$ cat src/design/q16sm_pkg.sv
// q16sm_pkg: types and constants shared by the Q16.16 saturating mul/div unit.
// No dependencies; every other design file imports it.
package q16sm_pkg;

  localparam int DATA_W        = 32;
  localparam int FRAC_BITS_DEF = 16;

  // Operation codes carried on cmd
  localparam logic CMD_MUL = 1'b0;
  localparam logic CMD_DIV = 1'b1;

  // Clamp values
  localparam logic [DATA_W-1:0] Q_MAX = {1'b0, {(DATA_W-1){1'b1}}};
  localparam logic [DATA_W-1:0] Q_MIN = {1'b1, {(DATA_W-1){1'b0}}};

  // Input beat
  typedef struct packed {
    logic                     cmd;
    logic signed [DATA_W-1:0] operand_a;
    logic signed [DATA_W-1:0] operand_b;
  } in_t;

  // Output beat
  typedef struct packed {
    logic signed [DATA_W-1:0] result;
    logic                     saturated;
    logic                     divided_by_zero;
  } out_t;

  // Per-item control that rides along the pipeline
  typedef struct packed {
    logic cmd;
    logic dz;     // divide with zero divisor
    logic qhi;    // quotient has bits above the result width
    logic a_neg;
    logic a_pos;
    logic b_neg;
    logic b_pos;
  } ctrl_t;

  // Pipeline stage payload.
  // Divide: rem is the partial remainder, dq holds the dividend bits still
  // to shift in (top) and the quotient bits made so far (bottom).
  // Multiply: {rem, dq} is the full product. Zero divisor: rem is operand_a.
  typedef struct packed {
    ctrl_t             ctrl;
    logic [DATA_W-1:0] divisor;
    logic [DATA_W-1:0] rem;
    logic [DATA_W-1:0] dq;
  } stage_t;

endpackage

$ cat src/design/q16sm_div_stage.sv
// q16sm_div_stage: one restoring-division step, one quotient bit per stage.
// Depends on q16sm_pkg. Multiply and zero-divisor items pass unchanged.
module q16sm_div_stage (
  input  logic              clk,
  input  logic              rst,
  input  logic              en,
  input  logic              vld_in,
  input  q16sm_pkg::stage_t st_in,
  output logic              vld,
  output q16sm_pkg::stage_t st
);
  import q16sm_pkg::*;

  logic [DATA_W:0]   trial;
  logic              qbit;
  stage_t            st_next;

  // Shift in the next dividend bit and try to subtract the divisor
  assign trial = {st_in.rem, st_in.dq[DATA_W-1]} - {1'b0, st_in.divisor};
  assign qbit  = !trial[DATA_W];

  always_comb begin
    st_next = st_in;
    if (st_in.ctrl.cmd == CMD_DIV && !st_in.ctrl.dz) begin
      st_next.rem = qbit ? trial[DATA_W-1:0]
                         : {st_in.rem[DATA_W-2:0], st_in.dq[DATA_W-1]};
      st_next.dq  = {st_in.dq[DATA_W-2:0], qbit};
    end
  end

  always_ff @(posedge clk) begin
    if (rst) begin
      vld <= 1'b0;
    end else if (en) begin
      vld <= vld_in;
    end
  end

  always_ff @(posedge clk) begin
    if (en) begin
      st <= st_next;
    end
  end

endmodule

$ cat config.mk
export PLATFORM = sky130hd
export DESIGN_NAME = q16sm_div_stage
export DESIGN_NICKNAME = d
export VERILOG_FILES = /design/src/design/q16sm_pkg.sv /design/src/design/q16sm_div_stage.sv
export SDC_FILE = /design/constraint.sdc
export NUM_CORES = 1
export LEC_CHECK = 0
export ABC_CLOCK_PERIOD_IN_PS = 3750
export BUFFER_PORTS_ARGS = -buffer_cell sky130_fd_sc_hd__buf_2
export CORE_MARGIN = 2
export CORE_UTILIZATION = 46
export CTS_CLUSTER_SIZE = 20
export DETAILED_ROUTE_END_ITERATION = 16
export GPL_TIMING_DRIVEN = 1
export PLACE_DENSITY = 0.84
export RECOVER_POWER = 50
export SLEW_MARGIN = 20
export SYNTH_ARGS = -nofsm -noshare
export SYNTH_HDL_FRONTEND = slang
export SYNTH_SLANG_ARGS = --single-unit
$ cat constraint.sdc
create_clock -name clk -period 3.75 [get_ports clk]
set_clock_uncertainty 0.15 [all_clocks]
set_input_delay 0.5625 -clock clk [delete_from_list [all_inputs] [get_ports clk]]
set_output_delay 0.5625 -clock clk [all_outputs]
set_load 0.02 [all_outputs]
==> reports/qor.yml <==
worstSkewPairLatency_ns: 0.35
period_needed_ns: 3.57
pre_cts_ws_ns: -0.225
setup_viol: 0
track_usage_pct: 20.9
synth_fp_nets: 720
holdWs_ns: 0.207
slew_viol_final: 49
fin_crit_sh_pct: 95.1
cts-root-buf: "clkbuf_16"
dr.pass1.iters: 5
slowest_stage: "fa_2"
worstPathMaxFanout: 10
hold_violations: 0
antenna_found_initial: 2
dieHeight_um: 118
critPathCaptureType: "flip-flop"
htree_levels: 3
grt_pass1_wl_mm: 23.2
finalInstanceArea_um2: 7500
reg2reg_depth: 2
vias: 4963
cpMostUsedCell: "buf_12"
ys.flop_type: "edfxtp_1"
async_flop_share_pct: 0
power.total_mw: 3.19
synth_area_um2: 5960
wire_per_inst_um: 15.1
ys_ff_latch: 104
num-nets-final: 933
layout_common_cells: "nand2_1, buf_2, edfxtp_1"
grt_max_degree: 94
synth.avg_cell_area_um2: 10.3
die_x_um: 118
dp_hpwl_mm: 10.9
maxCapViolCount: 1
clkSlewWorstSetupHoldPaths_ns: 0.07
synth-edff-count: 103
synthDistinctLibCells: 57
vias_per_cell: 5.11
final_common_cell: "nand2_1"
synth_warnings: 0
place.gp.congestion: 0.859
p_leak_nw: 3.33
cp.arrival_ns: 3.60
cts-buffers-inserted: 9
hold_depth: 2
worst_slew_pin_slew_ns: 2.90
port_buffers: 210
grt-busiest-layer: "met2"
cpPeakStageDelay_ns: 0.36
syn_inst: 580
grtUsageMet1_pct: 26.7
use_met3_pct: 5.23
drive_gt1_share_pct: 20.4
core-area_um2: 12600
yosysSeqAreaShare_pct: 52.2
drtIter0Drc: 464
die-area_um2: 13900
io_pins: 211
rows: 41
cp-start-kind: "primary input"
vdd_ir_drop_max_v: 0.000194
crit_required_ns: 3.79
setup_ws_ns: 0.184
min_path_type: "primary input to flip-flop"
maxSlewHeadroom_pct: -93.6
dp.cells: 951
syn_to_final_growth_pct: 25.7
grt_pass1_vias: 4878
met2_usage_pct: 34.1
power_density_nw_per_um2: 426
wl_mm: 14.7
critPathKind: "primary input to flip-flop"
violations: "max-capacitance violations, max-slew violations"
start_util_pct: 47.3
status: "complete, but fails checks"
drtAntennaViolNets: 0
clockBufferDepth: 2
cts_hold_buf: 0
fmax_mhz: 280
overflow: 0
fin_cells: 971
crit_chain: "buf_2, inv_1, ha_1, fa_2, and2b_1, o2111ai_1, a21oi_2, o211ai_1, a211oi_2, o21ai_2, o21ai_4, xor2_4, buf_12, buf_12, mux2_1, o21ai_1"
cts_num_sinks: 104
drc: 0
cts_tree: "done"
n_fill_cell: 1127
placed_area_um2: 7260
-- stage by stage --
stage	utilization [%]	TNS [ns]
floorplan	-	0
global placement	57.5	-2.75
detailed placement	57.5	-5.24
CTS	59.7	0
global route	59.4	-0.00690
finish	59.4	0
-- per-layer routing --
| layer | wire length (µm) | up-vias | part of all wire, % |
|---|---|---|---|
| li1 | - | 2464 | - |
| met1 | 6300 | 2282 | 43 |
| met2 | 6980 | 196 | 47 |
| met3 | 1080 | 21 | 7.3 |
| met4 | 352 | 0 | 2.4 |
| met5 | 0 | - | 0 |
-- synthesized netlist by cell type (all sizes together), types with 4 or more instances --
library cell / instances / share of area [%]
buf: 4 / 0.63
o21ai: 49 / 4.4
nand2: 147 / 9.3
ha: 32 / 6.7
nor3: 4 / 0.34
o21bai: 6 / 0.76
mux2i: 30 / 5.0
nor2b: 5 / 0.52
edfxtp: 103 / 52
clkbuf: 18 / 1.1
nand2b: 7 / 0.73
xnor2: 18 / 2.6
nand3: 4 / 0.34
inv: 40 / 2.5
a21o: 8 / 1.0
a21oi: 32 / 2.7
nor2: 18 / 1.1
xor2: 12 / 2.1
-- registers in the layout, indices dropped and copies added (netlist names) --
name  flops
vld       1
st      103
-- power breakdown --
| group | switching [mW] | total, mW | internal (mW) |
|---|---|---|---|
| logic | 0.533 | 0.878 | 0.344 |
| registers | 0.0277 | 1.43 | 1.41 |
| clock network | 0.431 | 0.884 | 0.453 |
-- final cells by class --
type / instances / area, µm² / share of cell area, %
Antenna cell: 1 / 2.50 / 0.0334
Clock buffer: 10 / 229 / 3.05
Clock inverter: 6 / 45.0 / 0.601
Inverter: 40 / 150 / 2.00
Multi-Input combinational cell: 414 / 2610 / 34.8
Sequential cell: 104 / 3110 / 41.5
Tap cell: 172 / 215 / 2.87
Timing Repair Buffer: 224 / 1130 / 15.1
-- path summary, 6_finish.rpt --
path | start | endpoint | slack, ns
max | st_in[31] | st[33] | 0.18
max reg2reg | vld | vld | 2.98
min reg2reg | vld | vld | 0.36
min | rst | vld | 0.21
-- cell families (layout without fill, tap and decap cells) --
kind of cell / Yosys count / in the layout / share of synthesized area, %
compound gates: 124 / 124 / 12.9
xor+xnor: 30 / 30 / 4.72
fa+ha+maj: 33 / 33 / 7.05
buf+inv: 62 / 280 / 4.28
flops: 104 / 104 / 52.2
mux: 32 / 32 / 5.41
other cells: 0 / 1 / 0
simple gates: 195 / 195 / 13.4
-- timing repair --
item | CTS | global route
buffers inserted | 0 | 1
resized for setup | 0 | 2
endpoints found under the setup margin | 0 | 30
-- critical path, delay by kind of cell --
family	cells	cell delay [ns]
muxes	1	0.33
and+or+nand+nor	1	0.23
xor gates and xnor gates	1	0.17
adders and majority gates	2	0.59
buffers and inverters	4	0.41
AOI/OAI and AO/OA	7	1.28
(Power assumes the default switching activity.)
