$ cat config.mk
export PLATFORM = sky130hd
export DESIGN_NAME = q16sm_front
export DESIGN_NICKNAME = d
export VERILOG_FILES = /design/src/design/q16sm_pkg.sv /design/src/design/q16sm_front.sv
export SDC_FILE = /design/constraint.sdc
export NUM_CORES = 2
export LEC_CHECK = 0
export BUFFER_PORTS_ARGS = -buffer_cell sky130_fd_sc_hd__buf_2
export CAP_MARGIN = 30
export CORE_MARGIN = 2
export CORE_UTILIZATION = 45
export CTS_BUF_LIST = sky130_fd_sc_hd__clkbuf_16
export CTS_CLUSTER_DIAMETER = 30
export DETAILED_ROUTE_END_ITERATION = 12
export PLACE_DENSITY = 0.7
export RECOVER_POWER = 100
export SLEW_MARGIN = 20
export SYNTH_ARGS = -nofsm -noshare
export SYNTH_HDL_FRONTEND = slang
export SYNTH_SLANG_ARGS = --single-unit
$ cat constraint.sdc
create_clock -name clk -period 11.5 [get_ports clk]
set_input_delay 2.3 -clock clk [delete_from_list [all_inputs] [get_ports clk]]
set_output_delay 2.3 -clock clk [all_outputs]
set_load 0.05 [all_outputs]
$ cat src/design/q16sm_pkg.sv
// q16sm_pkg: types and constants shared by the Q16.16 saturating mul/div unit.
// No dependencies; every other design file imports it.
package q16sm_pkg;

  localparam int DATA_W        = 32;
  localparam int FRAC_BITS_DEF = 16;

  // Operation codes carried on cmd
  localparam logic CMD_MUL = 1'b0;
  localparam logic CMD_DIV = 1'b1;

  // Clamp values
  localparam logic [DATA_W-1:0] Q_MAX = {1'b0, {(DATA_W-1){1'b1}}};
  localparam logic [DATA_W-1:0] Q_MIN = {1'b1, {(DATA_W-1){1'b0}}};

  // Input beat
  typedef struct packed {
    logic                     cmd;
    logic signed [DATA_W-1:0] operand_a;
    logic signed [DATA_W-1:0] operand_b;
  } in_t;

  // Output beat
  typedef struct packed {
    logic signed [DATA_W-1:0] result;
    logic                     saturated;
    logic                     divided_by_zero;
  } out_t;

  // Per-item control that rides along the pipeline
  typedef struct packed {
    logic cmd;
    logic dz;     // divide with zero divisor
    logic qhi;    // quotient has bits above the result width
    logic a_neg;
    logic a_pos;
    logic b_neg;
    logic b_pos;
  } ctrl_t;

  // Pipeline stage payload.
  // Divide: rem is the partial remainder, dq holds the dividend bits still
  // to shift in (top) and the quotient bits made so far (bottom).
  // Multiply: {rem, dq} is the full product. Zero divisor: rem is operand_a.
  typedef struct packed {
    ctrl_t             ctrl;
    logic [DATA_W-1:0] divisor;
    logic [DATA_W-1:0] rem;
    logic [DATA_W-1:0] dq;
  } stage_t;

endpackage

$ cat src/design/q16sm_front.sv
// q16sm_front: first pipeline stage; multiply, operand magnitudes, divide setup.
// Depends on q16sm_pkg.
module q16sm_front #(
  parameter int FRAC_BITS = q16sm_pkg::FRAC_BITS_DEF
) (
  input  logic             clk,
  input  logic             rst,
  input  logic             en,
  input  logic             vld_in,
  input  q16sm_pkg::in_t   op,
  output logic             vld,
  output q16sm_pkg::stage_t st
);
  import q16sm_pkg::*;

  logic [DATA_W-1:0]     abs_a;
  logic [DATA_W-1:0]     abs_b;
  logic [2*DATA_W-1:0]   dvd;
  logic signed [2*DATA_W-1:0] prod;
  stage_t                st_next;

  // Magnitudes; the most negative value maps to 2^31, which still fits
  assign abs_a = op.operand_a[DATA_W-1] ? (DATA_W'(0) - op.operand_a) : op.operand_a;
  assign abs_b = op.operand_b[DATA_W-1] ? (DATA_W'(0) - op.operand_b) : op.operand_b;

  // Scaled dividend |a| * 2^FRAC_BITS
  assign dvd  = {{DATA_W{1'b0}}, abs_a} << FRAC_BITS;
  assign prod = (2*DATA_W)'(op.operand_a) * (2*DATA_W)'(op.operand_b);

  always_comb begin
    st_next.ctrl.cmd   = op.cmd;
    st_next.ctrl.dz    = (op.cmd == CMD_DIV) && (op.operand_b == '0);
    st_next.ctrl.qhi   = dvd[2*DATA_W-1:DATA_W] >= abs_b;
    st_next.ctrl.a_neg = op.operand_a[DATA_W-1];
    st_next.ctrl.a_pos = !op.operand_a[DATA_W-1] && (op.operand_a != '0);
    st_next.ctrl.b_neg = op.operand_b[DATA_W-1];
    st_next.ctrl.b_pos = !op.operand_b[DATA_W-1] && (op.operand_b != '0);
    st_next.divisor    = abs_b;
    if (op.cmd == CMD_MUL) begin
      st_next.rem = prod[2*DATA_W-1:DATA_W];
      st_next.dq  = prod[DATA_W-1:0];
    end else if (st_next.ctrl.dz) begin
      st_next.rem = op.operand_a;
      st_next.dq  = '0;
    end else begin
      st_next.rem = dvd[2*DATA_W-1:DATA_W];
      st_next.dq  = dvd[DATA_W-1:0];
    end
  end

  // Stage register
  always_ff @(posedge clk) begin
    if (rst) begin
      vld <= 1'b0;
    end else if (en) begin
      vld <= vld_in;
    end
  end

  always_ff @(posedge clk) begin
    if (en) begin
      st <= st_next;
    end
  end

endmodule

==> reports/results.tsv <==
metric	value	unit
run status	finished, violations left	
failing checks	capacitance limit, slew limit	
Largest stage delay, worst path	1420	ps
ys async rst share	0	%
area grow syn2layout	4.48	%
CTS buffer count	9	
worst setup path class	in -> reg	
first-pass GRT wire length	186000	µm
Area contributors post-synth	fa_1, inv_1, and2_1	
Worst Hold Path EP	vld	
Cell Rows	112	
clock slew at reported path FFs	80	ps
root buffer cell	clkbuf_16	
Post-Synthesis Cells	4413	
Crit path top cell by count	fa_1	
Post-synth EDFFs	103	
area leader, netlist	fa_1	
post-route cell area	43900	µm²
Final min period	11120	ps
Final Skew	0	ps
CP cell instances	clkbuf_1 > nand2_1 > fa_1 > inv_1 > fa_1 > inv_1 > fa_1 > inv_1 > fa_1 > fa_1 > fa_1 > fa_1 > fa_1 > ha_1 > a21o_1 > a221o_1 > nor2_1 > o211a_1 > nor2_1 > clkbuf_1 > o21ai_0 > a21boi_0 > o21ai_0 > or3b_1	
H-tree depth	3	
Min-Delay Path Class	reg -> reg	
critical path required time	11610	ps
R2R depth	2	
# IOs	173	
flop-to-flop setup slack	10840	ps
startpoint of the worst hold path	vld	
Vias	30300	
Mapped Area	42000	µm²
CTS sink count	104	
PortBufs	172	
die width	309	µm
DR iter-0 viols	2224	
Vias/cell	5.39	
die span in y	309	µm
die area	95800	µm²
fmax	89.9	MHz
WP data arrival	11230	ps
most common cell after layout, fill and taps aside	fa_1	
RSZ-0062 raised after global routing	false	
relative slew slack	-159	%
final setup fails	0	
post-synth top area share	51.6	%
DRC violations left	0	
Setup crit end kind	flop	
Clock Tree Buf Depth	2	
Skew-Pair Late Insertion Delay	360	ps
Final Hold Vio Count	0	
Pre-antenna DRT Iters	10	
Final Cycle Share	96.7	%
# hold bufs at CTS	0	
total congestion overflow	0	
# fillers	8733	
Buf/Inv on CP	5	
core area	92900	µm²
#FFs+latches synth	104	
Final Slew Violations	243	
Tightest Pin Transition	3880	ps
worst-path fanout max	29	
DP Wirelength	91400	µm
Hold Path Cell Cnt	2	
Avg WL per Cell	20.6	µm
placed cell count	5608	
Setup TNS	0	ps
Final nets	5720	
post-cts sizing count	0	
Starting Density	45.2	%
post-CTS setup buffers	0	
total wire length	116000	µm
CP max stage cell	clkbuf_1	
share of cells above drive strength 1	3.27	%
RR Endpoint	vld	
register area share after synthesis	7.41	%
Synth Area per Inst	9.52	µm²
Yosys cell types	70	
CTS tree	yes	
vias in the first global route	33000	
max-cap viol count	5	
commonest non-fill, non-tap cells in the layout	fa_1, inv_1, nand2_1, and2_1, ha_1	
Syn. warnings	0	
Syn Nets	5766	
antenna-violating nets left	0	
FF-to-FF Start	vld	
Critical Path Source Type	input port	
critical path launch point	op[38]	
Top delay family on crit path	adder cells	
GRT Overall Usage	25.3	%
post-route insts no fill	5628	
largest net degree at the start of global routing	104	
initial antenna violation count	9	
dpl cell area	43800	µm²
GP Congestion	0.944	
Synth Flop Type	edfxtp_1	
-- worst min-delay path, stage by stage, from the launching register on --
cell,delay (ps)
dfxtp_1,330
mux2i_1,70
nor2_1,80
-- layer usage --
metal / global-route usage [%] / wire length (µm) / vias up
li1: - / - / 12900
met1: 32.7 / 44700 / 15900
met5: 0 / 27 / -
met4: 10.2 / 5540 / 4
met2: 43.1 / 57100 / 1204
met3: 3.45 / 8460 / 285
-- cell usage after synthesis (6+ instances only) --
cell and instances:
nor3b_1 9, clkbuf_1 244, a31oi_1 17, a21o_1 41
nand4_1 17, inv_1 973, o21bai_1 15, o41ai_1 7
and3_1 11, mux2i_1 14, ha_1 202, edfxtp_1 103
fa_1 1082, xor2_1 32, nor3_1 20, or3_1 11
nor2b_1 16, a211oi_1 11, o21a_1 8, xnor2_1 84
nand2_1 545, a21oi_1 80, buf_2 6, and2_1 506
o211ai_1 8, o21ai_0 66, o31ai_1 17, buf_1 32
nor2_1 88, nand2b_1 20, nand3_1 37
-- how the worst max path moves through the flow --
stage / end / cells after the start
after detailed placement: st[61] / 25
after global placement: st[51] / 20
final: st[47] / 24
after floorplan: st[57] / 28
after CTS: st[61] / 25
after global routing: st[51] / 26
-- metrics by stage --
stage | util, % | worst slack (ps) | hold slack [ps]
global placement | 47.1 | 589 | 471
CTS | 47.4 | 846 | 508
detailed placement | 47.1 | 467 | 487
floorplan | - | 1130 | 733
finish | 47.2 | 377 | 508
global route | 47.2 | 147 | 549
-- state kept, by name (all words and copies together), names as in the netlist --
register  cells
st          103
vld           1
-- cells by family (layout without fill, tap and decap cells) --
group                    count (synthesis)  count (layout)  share of synthesized area, %
adder cells (fa/ha/maj)               1284            1284                          57.6
flip-flops                             104             104                          7.41
AO/OA/AOI/OAI                          321             321                          5.01
multiplexers                            15              15                         0.361
AND/OR/NAND/NOR                       1314            1314                          15.9
XOR/XNOR                               116             116                          2.42
other                                    0               2                             0
buffers and inverters                 1259            1218                          11.3
-- area by class of cell --
type	instances	area, µm²	area share [%]
inverter	974	3660	8.33
sequential	104	3110	7.10
tap	1254	1570	3.58
antenna	2	5.00	0.0114
clock buffer	9	225	0.513
clock inverter	7	70.1	0.160
timing repair buffer	228	1150	2.63
multi-input combinational	3050	34100	77.7
Power is left out: the tool's default activity adds up to more than one toggle a clock period on the data nets, which glitch-free logic cannot reach.
