[src/design/q16sm_pkg.sv]
// q16sm_pkg: types and constants shared by the Q16.16 saturating mul/div unit.
// No dependencies; every other design file imports it.
package q16sm_pkg;

  localparam int DATA_W        = 32;
  localparam int FRAC_BITS_DEF = 16;

  // Operation codes carried on cmd
  localparam logic CMD_MUL = 1'b0;
  localparam logic CMD_DIV = 1'b1;

  // Clamp values
  localparam logic [DATA_W-1:0] Q_MAX = {1'b0, {(DATA_W-1){1'b1}}};
  localparam logic [DATA_W-1:0] Q_MIN = {1'b1, {(DATA_W-1){1'b0}}};

  // Input beat
  typedef struct packed {
    logic                     cmd;
    logic signed [DATA_W-1:0] operand_a;
    logic signed [DATA_W-1:0] operand_b;
  } in_t;

  // Output beat
  typedef struct packed {
    logic signed [DATA_W-1:0] result;
    logic                     saturated;
    logic                     divided_by_zero;
  } out_t;

  // Per-item control that rides along the pipeline
  typedef struct packed {
    logic cmd;
    logic dz;     // divide with zero divisor
    logic qhi;    // quotient has bits above the result width
    logic a_neg;
    logic a_pos;
    logic b_neg;
    logic b_pos;
  } ctrl_t;

  // Pipeline stage payload.
  // Divide: rem is the partial remainder, dq holds the dividend bits still
  // to shift in (top) and the quotient bits made so far (bottom).
  // Multiply: {rem, dq} is the full product. Zero divisor: rem is operand_a.
  typedef struct packed {
    ctrl_t             ctrl;
    logic [DATA_W-1:0] divisor;
    logic [DATA_W-1:0] rem;
    logic [DATA_W-1:0] dq;
  } stage_t;

endpackage

[src/design/q16sm_result.sv]
// q16sm_result: final stage; product scaling, quotient sign, zero-divisor flag, saturation.
// Depends on q16sm_pkg.
module q16sm_result #(
  parameter int FRAC_BITS = q16sm_pkg::FRAC_BITS_DEF
) (
  input  logic              clk,
  input  logic              rst,
  input  logic              en,
  input  logic              vld_in,
  input  q16sm_pkg::stage_t st_in,
  output logic              vld,
  output q16sm_pkg::out_t   res
);
  import q16sm_pkg::*;

  logic signed [2*DATA_W-1:0] sh;
  logic                       mul_fit;
  logic                       neg;
  logic                       div_fit;
  logic [DATA_W-1:0]          div_val;
  logic [DATA_W-1:0]          sat_val;
  out_t                       res_next;

  // Multiply: arithmetic shift rounds toward minus infinity
  assign sh      = $signed({st_in.rem, st_in.dq}) >>> FRAC_BITS;
  assign mul_fit = (&sh[2*DATA_W-1:DATA_W-1]) || !(|sh[2*DATA_W-1:DATA_W-1]);

  // Divide: magnitude quotient, negated when the signs differ
  assign neg     = st_in.ctrl.a_neg ^ st_in.ctrl.b_neg;
  assign div_fit = !st_in.ctrl.qhi &&
                   (neg ? (st_in.dq <= Q_MIN) : !st_in.dq[DATA_W-1]);
  assign div_val = neg ? (DATA_W'(0) - st_in.dq) : st_in.dq;

  assign sat_val = ((st_in.ctrl.a_neg && st_in.ctrl.b_pos) ||
                    (st_in.ctrl.a_pos && st_in.ctrl.b_neg)) ? Q_MIN : Q_MAX;

  always_comb begin
    res_next.divided_by_zero = 1'b0;
    res_next.saturated       = 1'b0;
    if (st_in.ctrl.cmd == CMD_MUL) begin
      res_next.saturated = !mul_fit;
      res_next.result    = mul_fit ? sh[DATA_W-1:0] : sat_val;
    end else if (st_in.ctrl.dz) begin
      res_next.divided_by_zero = 1'b1;
      res_next.result          = st_in.rem;
    end else begin
      res_next.saturated = !div_fit;
      res_next.result    = div_fit ? div_val : sat_val;
    end
  end

  always_ff @(posedge clk) begin
    if (rst) begin
      vld <= 1'b0;
    end else if (en) begin
      vld <= vld_in;
    end
  end

  always_ff @(posedge clk) begin
    if (en) begin
      res <= res_next;
    end
  end

endmodule

[config.mk]
export PLATFORM = sky130hd
export DESIGN_NAME = q16sm_result
export DESIGN_NICKNAME = d
export VERILOG_FILES = /design/src/design/q16sm_pkg.sv /design/src/design/q16sm_result.sv
export SDC_FILE = /design/constraint.sdc
export NUM_CORES = 1
export LEC_CHECK = 0
export ABC_AREA = 1
export BUFFER_PORTS_ARGS = -buffer_cell sky130_fd_sc_hd__buf_2
export CAP_MARGIN = 5
export CORE_MARGIN = 4
export CORE_UTILIZATION = 45
export CTS_BUF_LIST = sky130_fd_sc_hd__clkbuf_2 sky130_fd_sc_hd__clkbuf_4 sky130_fd_sc_hd__clkbuf_8
export DETAILED_ROUTE_END_ITERATION = 12
export PLACE_DENSITY = 0.74
export REMOVE_ABC_BUFFERS = 1
export SLEW_MARGIN = 15
export SYNTH_ARGS = -nofsm -noshare
export SYNTH_HDL_FRONTEND = slang
export SYNTH_SLANG_ARGS = --single-unit
[constraint.sdc]
create_clock -name clk -period 2.3 [get_ports clk]
set_input_delay 0.345 -clock clk [delete_from_list [all_inputs] [get_ports clk]]
set_output_delay 0.345 -clock clk [all_outputs]
set_load 0.01 [all_outputs]
==> results of run 1 <==
[layout by cell type (no fill, tap or decap), types with 2 or more instances in the layout]
cell	count
nand2_1	295
buf_2	109
nor2_1	86
nand3_1	75
inv_1	57
edfxtp_1	34
buf_4	20
a21oi_1	17
o21ai_0	13
nor2_2	6
nand4_1	6
nor3_1	6
clkbuf_8	5
nand3b_1	4
xor2_1	4
xnor2_1	3
buf_12	3
nand2_2	2
nand3_2	2
inv_2	2
clkinv_1	2
nand2_4	2
[flip-flops by register name (all words and copies together), names as in the netlist]
signal	flops
vld	1
res	34
[worst min-delay path by stage]
stage,slack (ns),endpoint,start
global placement,0.47,vld,vld
CTS,0.19,vld,rst
floorplan,0.42,vld,rst
finish,0.19,vld,rst
detailed placement,0.48,vld,vld
global route,0.19,vld,rst
[kinds of logic after synthesis]
family,count (synthesis)
and+or+nand+nor,485
buffers and inverters,87
DFF,35
AOI/OAI and AO/OA,33
xor gates and xnor gates,7
muxes,1
adders and majority gates,1
[per-layer routing]
metal	wire length [um]	track usage [%]	share of wire, %
met5	0	0	0
met3	754	2.41	6.5
met4	200	6.30	1.7
met2	5310	39.6	46
met1	5320	31.9	46
[cell type report]
class | count | area (um^2) | area share [%]
Clock buffer | 5 | 68.8 | 1.52
Clock inverter | 3 | 38.8 | 0.856
Inverter | 60 | 225 | 4.97
Multi-Input combinational cell | 527 | 2270 | 50.2
Sequential cell | 35 | 1040 | 23.0
Tap cell | 102 | 128 | 2.82
Timing Repair Buffer | 132 | 756 | 16.7
[through the flow]
step | power [mW] | worst slack, ns
floorplan | 1.19 | 0.315
global placement | 1.50 | 0.185
detailed placement | 1.51 | 0.167
CTS | 2.07 | 0.479
global route | 2.20 | 0.276
finish | 2.06 | 0.467
[report_power, final]
| group | internal, mW | switching [mW] |
|---|---|---|
| clock | 0.318 | 0.244 |
| sequential | 0.779 | 0.0131 |
| combinational | 0.268 | 0.441 |
| total | 1.37 | 0.698 |
==> impl_metrics.toml, run 1 <==
[outcome]
status = "completed"

[hold_path]
hp-class = "in2reg"
min_path_cells = 2

[route]
vias_per_cell = 5.08
route.detailed.drc = 0
final_antenna_net_count = 0
dr_total_vias = 4390
wl_per_cell_um = 13.4
routed_wl_um = 11600
firstDrtPassIters = 5
drt-initial-drc-count = 266

[clock_tree]
cts_tree = "yes"
hold_buffers = 0
ctsResizeCount = 0
cts_buffers = 5
clockRootBuffer = "clkbuf_8"
clkTransAtPathRegs_ns = 0.08
cts.path.max_buffers = 2
htree_num_levels = 2
numClockSinks = 35
clk_latency_ns = 0.29
cts_setup_buffers = 0

[sta]
final_max_slew_viol_count = 0
setup_tns_ns = 0
tightest_slew_ns = 0.838
hold_viol_final = 0
fin_crit_sh_pct = 79.7
worst_clock_skew_ns = 0
report.final.setup_viol = 0
fmax_ghz = 0.546
rsz0062_at_grt = "false"
period_needed_ns = 1.83
slew_headroom_pct = 44.1
worst_hold_slack_ns = 0.194

[final_layout]
finalNonFillerCells = 864
post-route-util_pct = 57.7
stdcell_area_um2 = 4530
final_nets = 869
antennaDiodeCount = 0
drive_gt1_share_pct = 20.3
area_growth_pct = 22.9
fillers = 868

[yosys]
synthTopCellsByCount = "nand2_1, nor2_1, nand3_1, inv_1, edfxtp_1"
async_flop_share_pct = 0
synth_top_area_share_pct = 30.0
synth_area_leaders = "nand2_1, edfxtp_1, nand3_1"
syn-cell-area_um2 = 3690
synthXorXnorAreaFrac_pct = 1.66
ys_seq_area_share_pct = 28.2
yosys_most_used_dff = "edfxtp_1"
synth-seq-cells = 35
synth_compound_area_share_pct = 4.92
synth_top_family_by_area = "simple AND/OR/NAND/NOR gates"
synth.distinct_cells = 30
yosysWarningCount = 0
synth.area.mux_share_pct = 0.272
synthAdderAreaFrac_pct = 0.339
synth-edff-count = 34
synthCells = 649
yosys.area_share.simple_pct = 54.4
avgSynthCellArea_um2 = 5.68
yosysTopAreaCell = "nand2_1"
yosysMostFrequentCell = "nand2_1"

[floorplan]
boundaryPins = 142
die_x_um = 98.5
fp.coreArea_um2 = 7850
placement_rows = 32
die_y_um = 98.5
die_area_um2 = 9700
start_util_pct = 47.0

[worst_setup_path]
worstSetupEndpointType = "flop"
r2r_cells = 2
slowest_stage = "o21ai_4"
crit_required_ns = 2.35
path_class = "in2reg"
crit_buf_inv = 3
start_kind = "input pin"
r2r-end = "vld"
crit_end = "res[7]"
cpLargestDelayFamily = "simple AND/OR/NAND/NOR gates"
crit_top_cell = "nand2_1"
worst-path-stages = 13
arrival_ns = 1.89
cp_cell_sequence = "buf_2, inv_1, ha_1, nand2_1, nor2_1, nand3_2, o21ai_4, nand2_4, nand2_4, buf_12, nand3_1, nand2_1, nand2_1"
critPathMaxStageDelay_ns = 0.20
worst_r2r_startpoint = "vld"
critPathMaxFanout = 24
critPathLaunch = "st_in[0]"
regToRegSetupSlack_ns = 1.71

[placed_design]
dpl_cell_area_um2 = 4420
port_buffers = 109
dp_cells = 856
place_hpwl_um = 9340
place_congestion = 0.876

[job]
cap_violations = 0

[grt]
antenna_found_initial = 0
grt_pass1_wl_um = 18700
overflow = 0
grt_max_degree = 36
grt_usage_pct = 23.4
grt_pass1_vias = 3935

[power]
power_leakage_nw = 2.37
irDropWorstVdd_uv = 212
powerDensity_nw_per_um2 = 455
Power figures use the tool's default switching activity.
==> inputs of run 2 (changes only) <==
==> constraint.sdc (replaced) <==
create_clock -name clk -period 1.85 [get_ports clk]
set_input_delay 0.2775 -clock clk [delete_from_list [all_inputs] [get_ports clk]]
set_output_delay 0.2775 -clock clk [all_outputs]
set_load 0.01 [all_outputs]
==> impl_metrics.toml, run 2 (synthesis results as in run 1) <==
[outcome]
status = "completed"

[clock_tree]
cts_buffers = 5
cts.path.max_buffers = 2
hold_buffers = 0
clockRootBuffer = "clkbuf_8"
clk_latency_ns = 0.28
htree_num_levels = 2
numClockSinks = 35
cts_tree = "yes"
clkTransAtPathRegs_ns = 0.08

[final_layout]
final_cell_mix = "nand2_1, buf_2, buf_4"
antennaDiodeCount = 0
drive_gt1_share_pct = 27.6
largest_reg_flops = 34
final_nets = 938
largest_registers = "res x34, vld x1"
top_register = "res"
stdcell_area_um2 = 5070
area_growth_pct = 37.4
final_common_cell = "nand2_1"

[route]
drt-initial-drc-count = 242
final_antenna_net_count = 0
firstDrtPassIters = 5
dr_total_vias = 4771
route.detailed.drc = 0
vias_per_cell = 5.11
routed_wl_um = 12900
wl_per_cell_um = 13.8

[grt]
overflow = 0
grt_pass1_wl_um = 21000
grt_usage_pct = 26.1
antenna_found_initial = 0
grt_max_degree = 36
grt_pass1_vias = 4509

[power]
powerDensity_nw_per_um2 = 516
total_power_mw = 2.62
irDropWorstVdd_uv = 323
power_leakage_nw = 2.70

[floorplan]
die_area_um2 = 9700
die_x_um = 98.5
die_y_um = 98.5
start_util_pct = 47.0
boundaryPins = 142
fp.coreArea_um2 = 7850
placement_rows = 32

[placed_design]
place_hpwl_um = 10500
place_congestion = 0.901
pre_cts_slack_ns = -0.247
port_buffers = 109
dpl_cell_area_um2 = 4930

[sta]
worst_clock_skew_ns = 0
rsz0062_at_grt = "false"
setup_ws_ns = 0.159
fin_crit_sh_pct = 91.4
fmax_ghz = 0.591
tightest_slew_ns = 0.482
period_needed_ns = 1.69
final_max_slew_viol_count = 0
report.final.setup_viol = 0
hold_viol_final = 0
slew_headroom_pct = 67.9

[hold_path]
hp-class = "in2reg"
min_to = "vld"
min_path_cells = 2
min_from = "rst"

[worst_setup_path]
crit_top_cell = "nand2_1"
crit_buf_inv = 3
regToRegSetupSlack_ns = 1.26
r2r-end = "vld"
start_kind = "input pin"
path_class = "in2reg"
cp_cell_sequence = "buf_2, inv_1, ha_1, nand2_1, nor2_2, nand3_2, o21ai_4, nand2_4, nand2_8, buf_4, nand3_1, nand2_1, nand2_1"
slowest_stage = "o21ai_4"
critPathMaxStageDelay_ns = 0.19
critPathMaxFanout = 10
crit_required_ns = 1.89
cpLargestDelayFamily = "simple AND/OR/NAND/NOR gates"
r2r_cells = 2
arrival_ns = 1.73
worst_r2r_startpoint = "vld"
worstSetupEndpointType = "flop"

[job]
cap_violations = 0
## run 2: routing by layer
layer / up-vias / global-route usage [%] / wire length, um
met1: 2172 / 34.6 / 5670
met4: 0 / 7.04 / 199
met5: - / 0 / 0
met3: 18 / 3.33 / 825
li1: 2406 / - / -
met2: 175 / 44.8 / 6200
## run 2: cell type report
| type | count | area [um^2] |
|---|---|---|
| fill | 801 | 2780 |
| clock buffer | 7 | 90.1 |
| clock inverter | 1 | 5.00 |
| inverter | 60 | 225 |
| sequential | 35 | 1040 |
| tap | 102 | 128 |
| multi-input combinational | 527 | 2290 |
| timing repair buffer | 201 | 1290 |
## run 2: what timing repair did
action / in CTS / in global routing
setup endpoints to repair: 0 / 14
gates resized for setup: 0 / 5
buffers inserted: 0 / 3
## run 2: metrics by stage
| stage | utilization, % | hold WS [ns] | cells | TNS, ns |
|---|---|---|---|---|
| 2_1_floorplan | - | 0.350 | 622 | -1.94 |
| 3_3_place_gp | 62.8 | 0.434 | 922 | -4.46 |
| 3_5_place_dp | 62.8 | 0.449 | 922 | -6.05 |
| 4_1_cts | 64.0 | 0.141 | 930 | 0 |
| 5_1_grt | 64.6 | 0.142 | 933 | 0 |
| 6_report | 64.6 | 0.148 | 933 | 0 |
## run 2: how the worst max path moves through the flow
stage | startpoint | end | depth (start not counted)
finish | st_in[1] | res[20] | 13
global route | st_in[3] | res[31] | 14
CTS | st_in[1] | res[31] | 13
detailed placement | st_in[1] | res[22] | 13
global placement | st_in[1] | res[21] | 13
floorplan | st_in[1] | res[19] | 11
## run 2: power breakdown
group          internal, mW  total, mW  switching, mW
clock network         0.316      0.615          0.299
registers             0.969      0.986         0.0180
logic                 0.425       1.01          0.589
total                  1.71       2.62          0.906
==> inputs of run 3 (changes only) <==
--- a/config.mk
+++ b/config.mk
@@ -8,6 +8,7 @@
 export ABC_AREA = 1
 export BUFFER_PORTS_ARGS = -buffer_cell sky130_fd_sc_hd__buf_2
 export CAP_MARGIN = 5
+export CORE_ASPECT_RATIO = 1.2
 export CORE_MARGIN = 4
 export CORE_UTILIZATION = 45
 export CTS_BUF_LIST = sky130_fd_sc_hd__clkbuf_2 sky130_fd_sc_hd__clkbuf_4 sky130_fd_sc_hd__clkbuf_8
==> impl_metrics.toml, run 3 (synthesis results as in run 1) <==
[outcome]
status = "completed"

[hold_path]
hp-class = "in2reg"

[worst_setup_path]
critPathMaxFanout = 32
worstSetupEndpointType = "flop"
slowest_stage = "o21ai_4"
cpLargestDelayFamily = "simple AND/OR/NAND/NOR gates"
crit_buf_inv = 2
start_kind = "input pin"
critPathMaxStageDelay_ns = 0.19
cp_cell_sequence = "buf_2, inv_1, ha_1, nand2_1, nor2_1, nand3_2, o21ai_4, nand2_4, nand2_8, nand3_1, nand2_1, nand2_1"
crit_top_cell = "nand2_1"
crit_required_ns = 1.89
arrival_ns = 1.72
path_class = "in2reg"

[final_layout]
largest_registers = "res x34, vld x1"
stdcell_area_um2 = 5000
final_cell_mix = "nand2_1, buf_2, nor2_1"
top_register = "res"
largest_reg_flops = 34
area_growth_pct = 35.7
fillers = 767
drive_gt1_share_pct = 26.3
final_nets = 927
final_common_cell = "nand2_1"
finalNonFillerCells = 912
antennaDiodeCount = 0

[placed_design]
place_hpwl_um = 9620
place_congestion = 0.926
dpl_cell_area_um2 = 4870
dp_cells = 904
port_buffers = 109

[sta]
report.final.setup_viol = 0
hold_viol_final = 0
tightest_slew_ns = 0.482
setup_tns_ns = 0
fin_crit_sh_pct = 90.5
rsz0062_at_grt = "false"
final_max_slew_viol_count = 0
worst_clock_skew_ns = 0
fmax_ghz = 0.597
slew_headroom_pct = 67.9
period_needed_ns = 1.67

[floorplan]
die_y_um = 107
boundaryPins = 142
placement_rows = 35
die_x_um = 90.6
die_area_um2 = 9710
start_util_pct = 47.0
fp.coreArea_um2 = 7840

[power]
irDropWorstVdd_uv = 277
power_leakage_nw = 2.66
powerDensity_nw_per_um2 = 539

[clock_tree]
cts_buffers = 5
hold_buffers = 0
cts_tree = "yes"
numClockSinks = 35
clkTransAtPathRegs_ns = 0.08
clk_latency_ns = 0.28
htree_num_levels = 2
cts_setup_buffers = 0
clockRootBuffer = "clkbuf_8"
cts.path.max_buffers = 2

[grt]
overflow = 0
grt_pass1_vias = 4221
antenna_found_initial = 0
grt_usage_pct = 24.3
grt_max_degree = 47
grt_pass1_wl_um = 19400

[route]
vias_per_cell = 5.02
dr_total_vias = 4574
routed_wl_um = 12000
firstDrtPassIters = 5
route.detailed.drc = 0
drt-initial-drc-count = 305
final_antenna_net_count = 0
wl_per_cell_um = 13.1

[job]
cap_violations = 0
run 3: worst paths after layout:
check | from | to | slack, ns | cells after the start
min reg2reg | vld | vld | 0.51 | 2
max reg2reg | vld | vld | 1.27 | 2
min | rst | vld | 0.14 | 2
max | st_in[0] | res[20] | 0.18 | 12
run 3: per-stage QoR:
stage / hold WS, ns / power [mW] / util (%) / worst slack [ns]
finish: 0.141 / 2.69 / 63.8 / 0.176
global route: 0.150 / 2.85 / 63.8 / 0.00871
CTS: 0.137 / 2.69 / 63.6 / 0.0433
detailed placement: 0.438 / 1.97 / 62.1 / -0.269
global placement: 0.433 / 1.95 / 62.1 / -0.203
floorplan: 0.350 / 1.48 / - / -0.0680
run 3: cell type report:
class                   instances  area [um^2]  area share [%]
clock buffers                   6         82.6            1.65
flip-flops and latches         35         1040            20.8
well taps                      92          115            2.30
repair buffers                190         1220            24.3
inverters                      60          225            4.50
multi-input cells             527         2290            45.7
clock inverters                 2         35.0           0.701
run 3: metal layers:
metal / up-vias / part of all wire, % / GRT usage (%)
met3: 10 / 5.3 / 1.89
li1: 2382 / - / -
met2: 151 / 50 / 43.7
met5: - / 0 / 0
met4: 0 / 1.1 / 7.22
met1: 2031 / 43 / 31.1
run 3: report_power, final:
part           total (mW)  internal [mW]  switching, mW
sequential          0.986          0.968         0.0170
clock               0.729          0.437          0.292
combinational       0.980          0.411          0.569
total                2.69           1.82          0.878
run 3: repair_timing:
action,CTS,global route
gates resized for setup,0,3
setup endpoints to repair,0,30
endpoints found under the hold margin,0,0
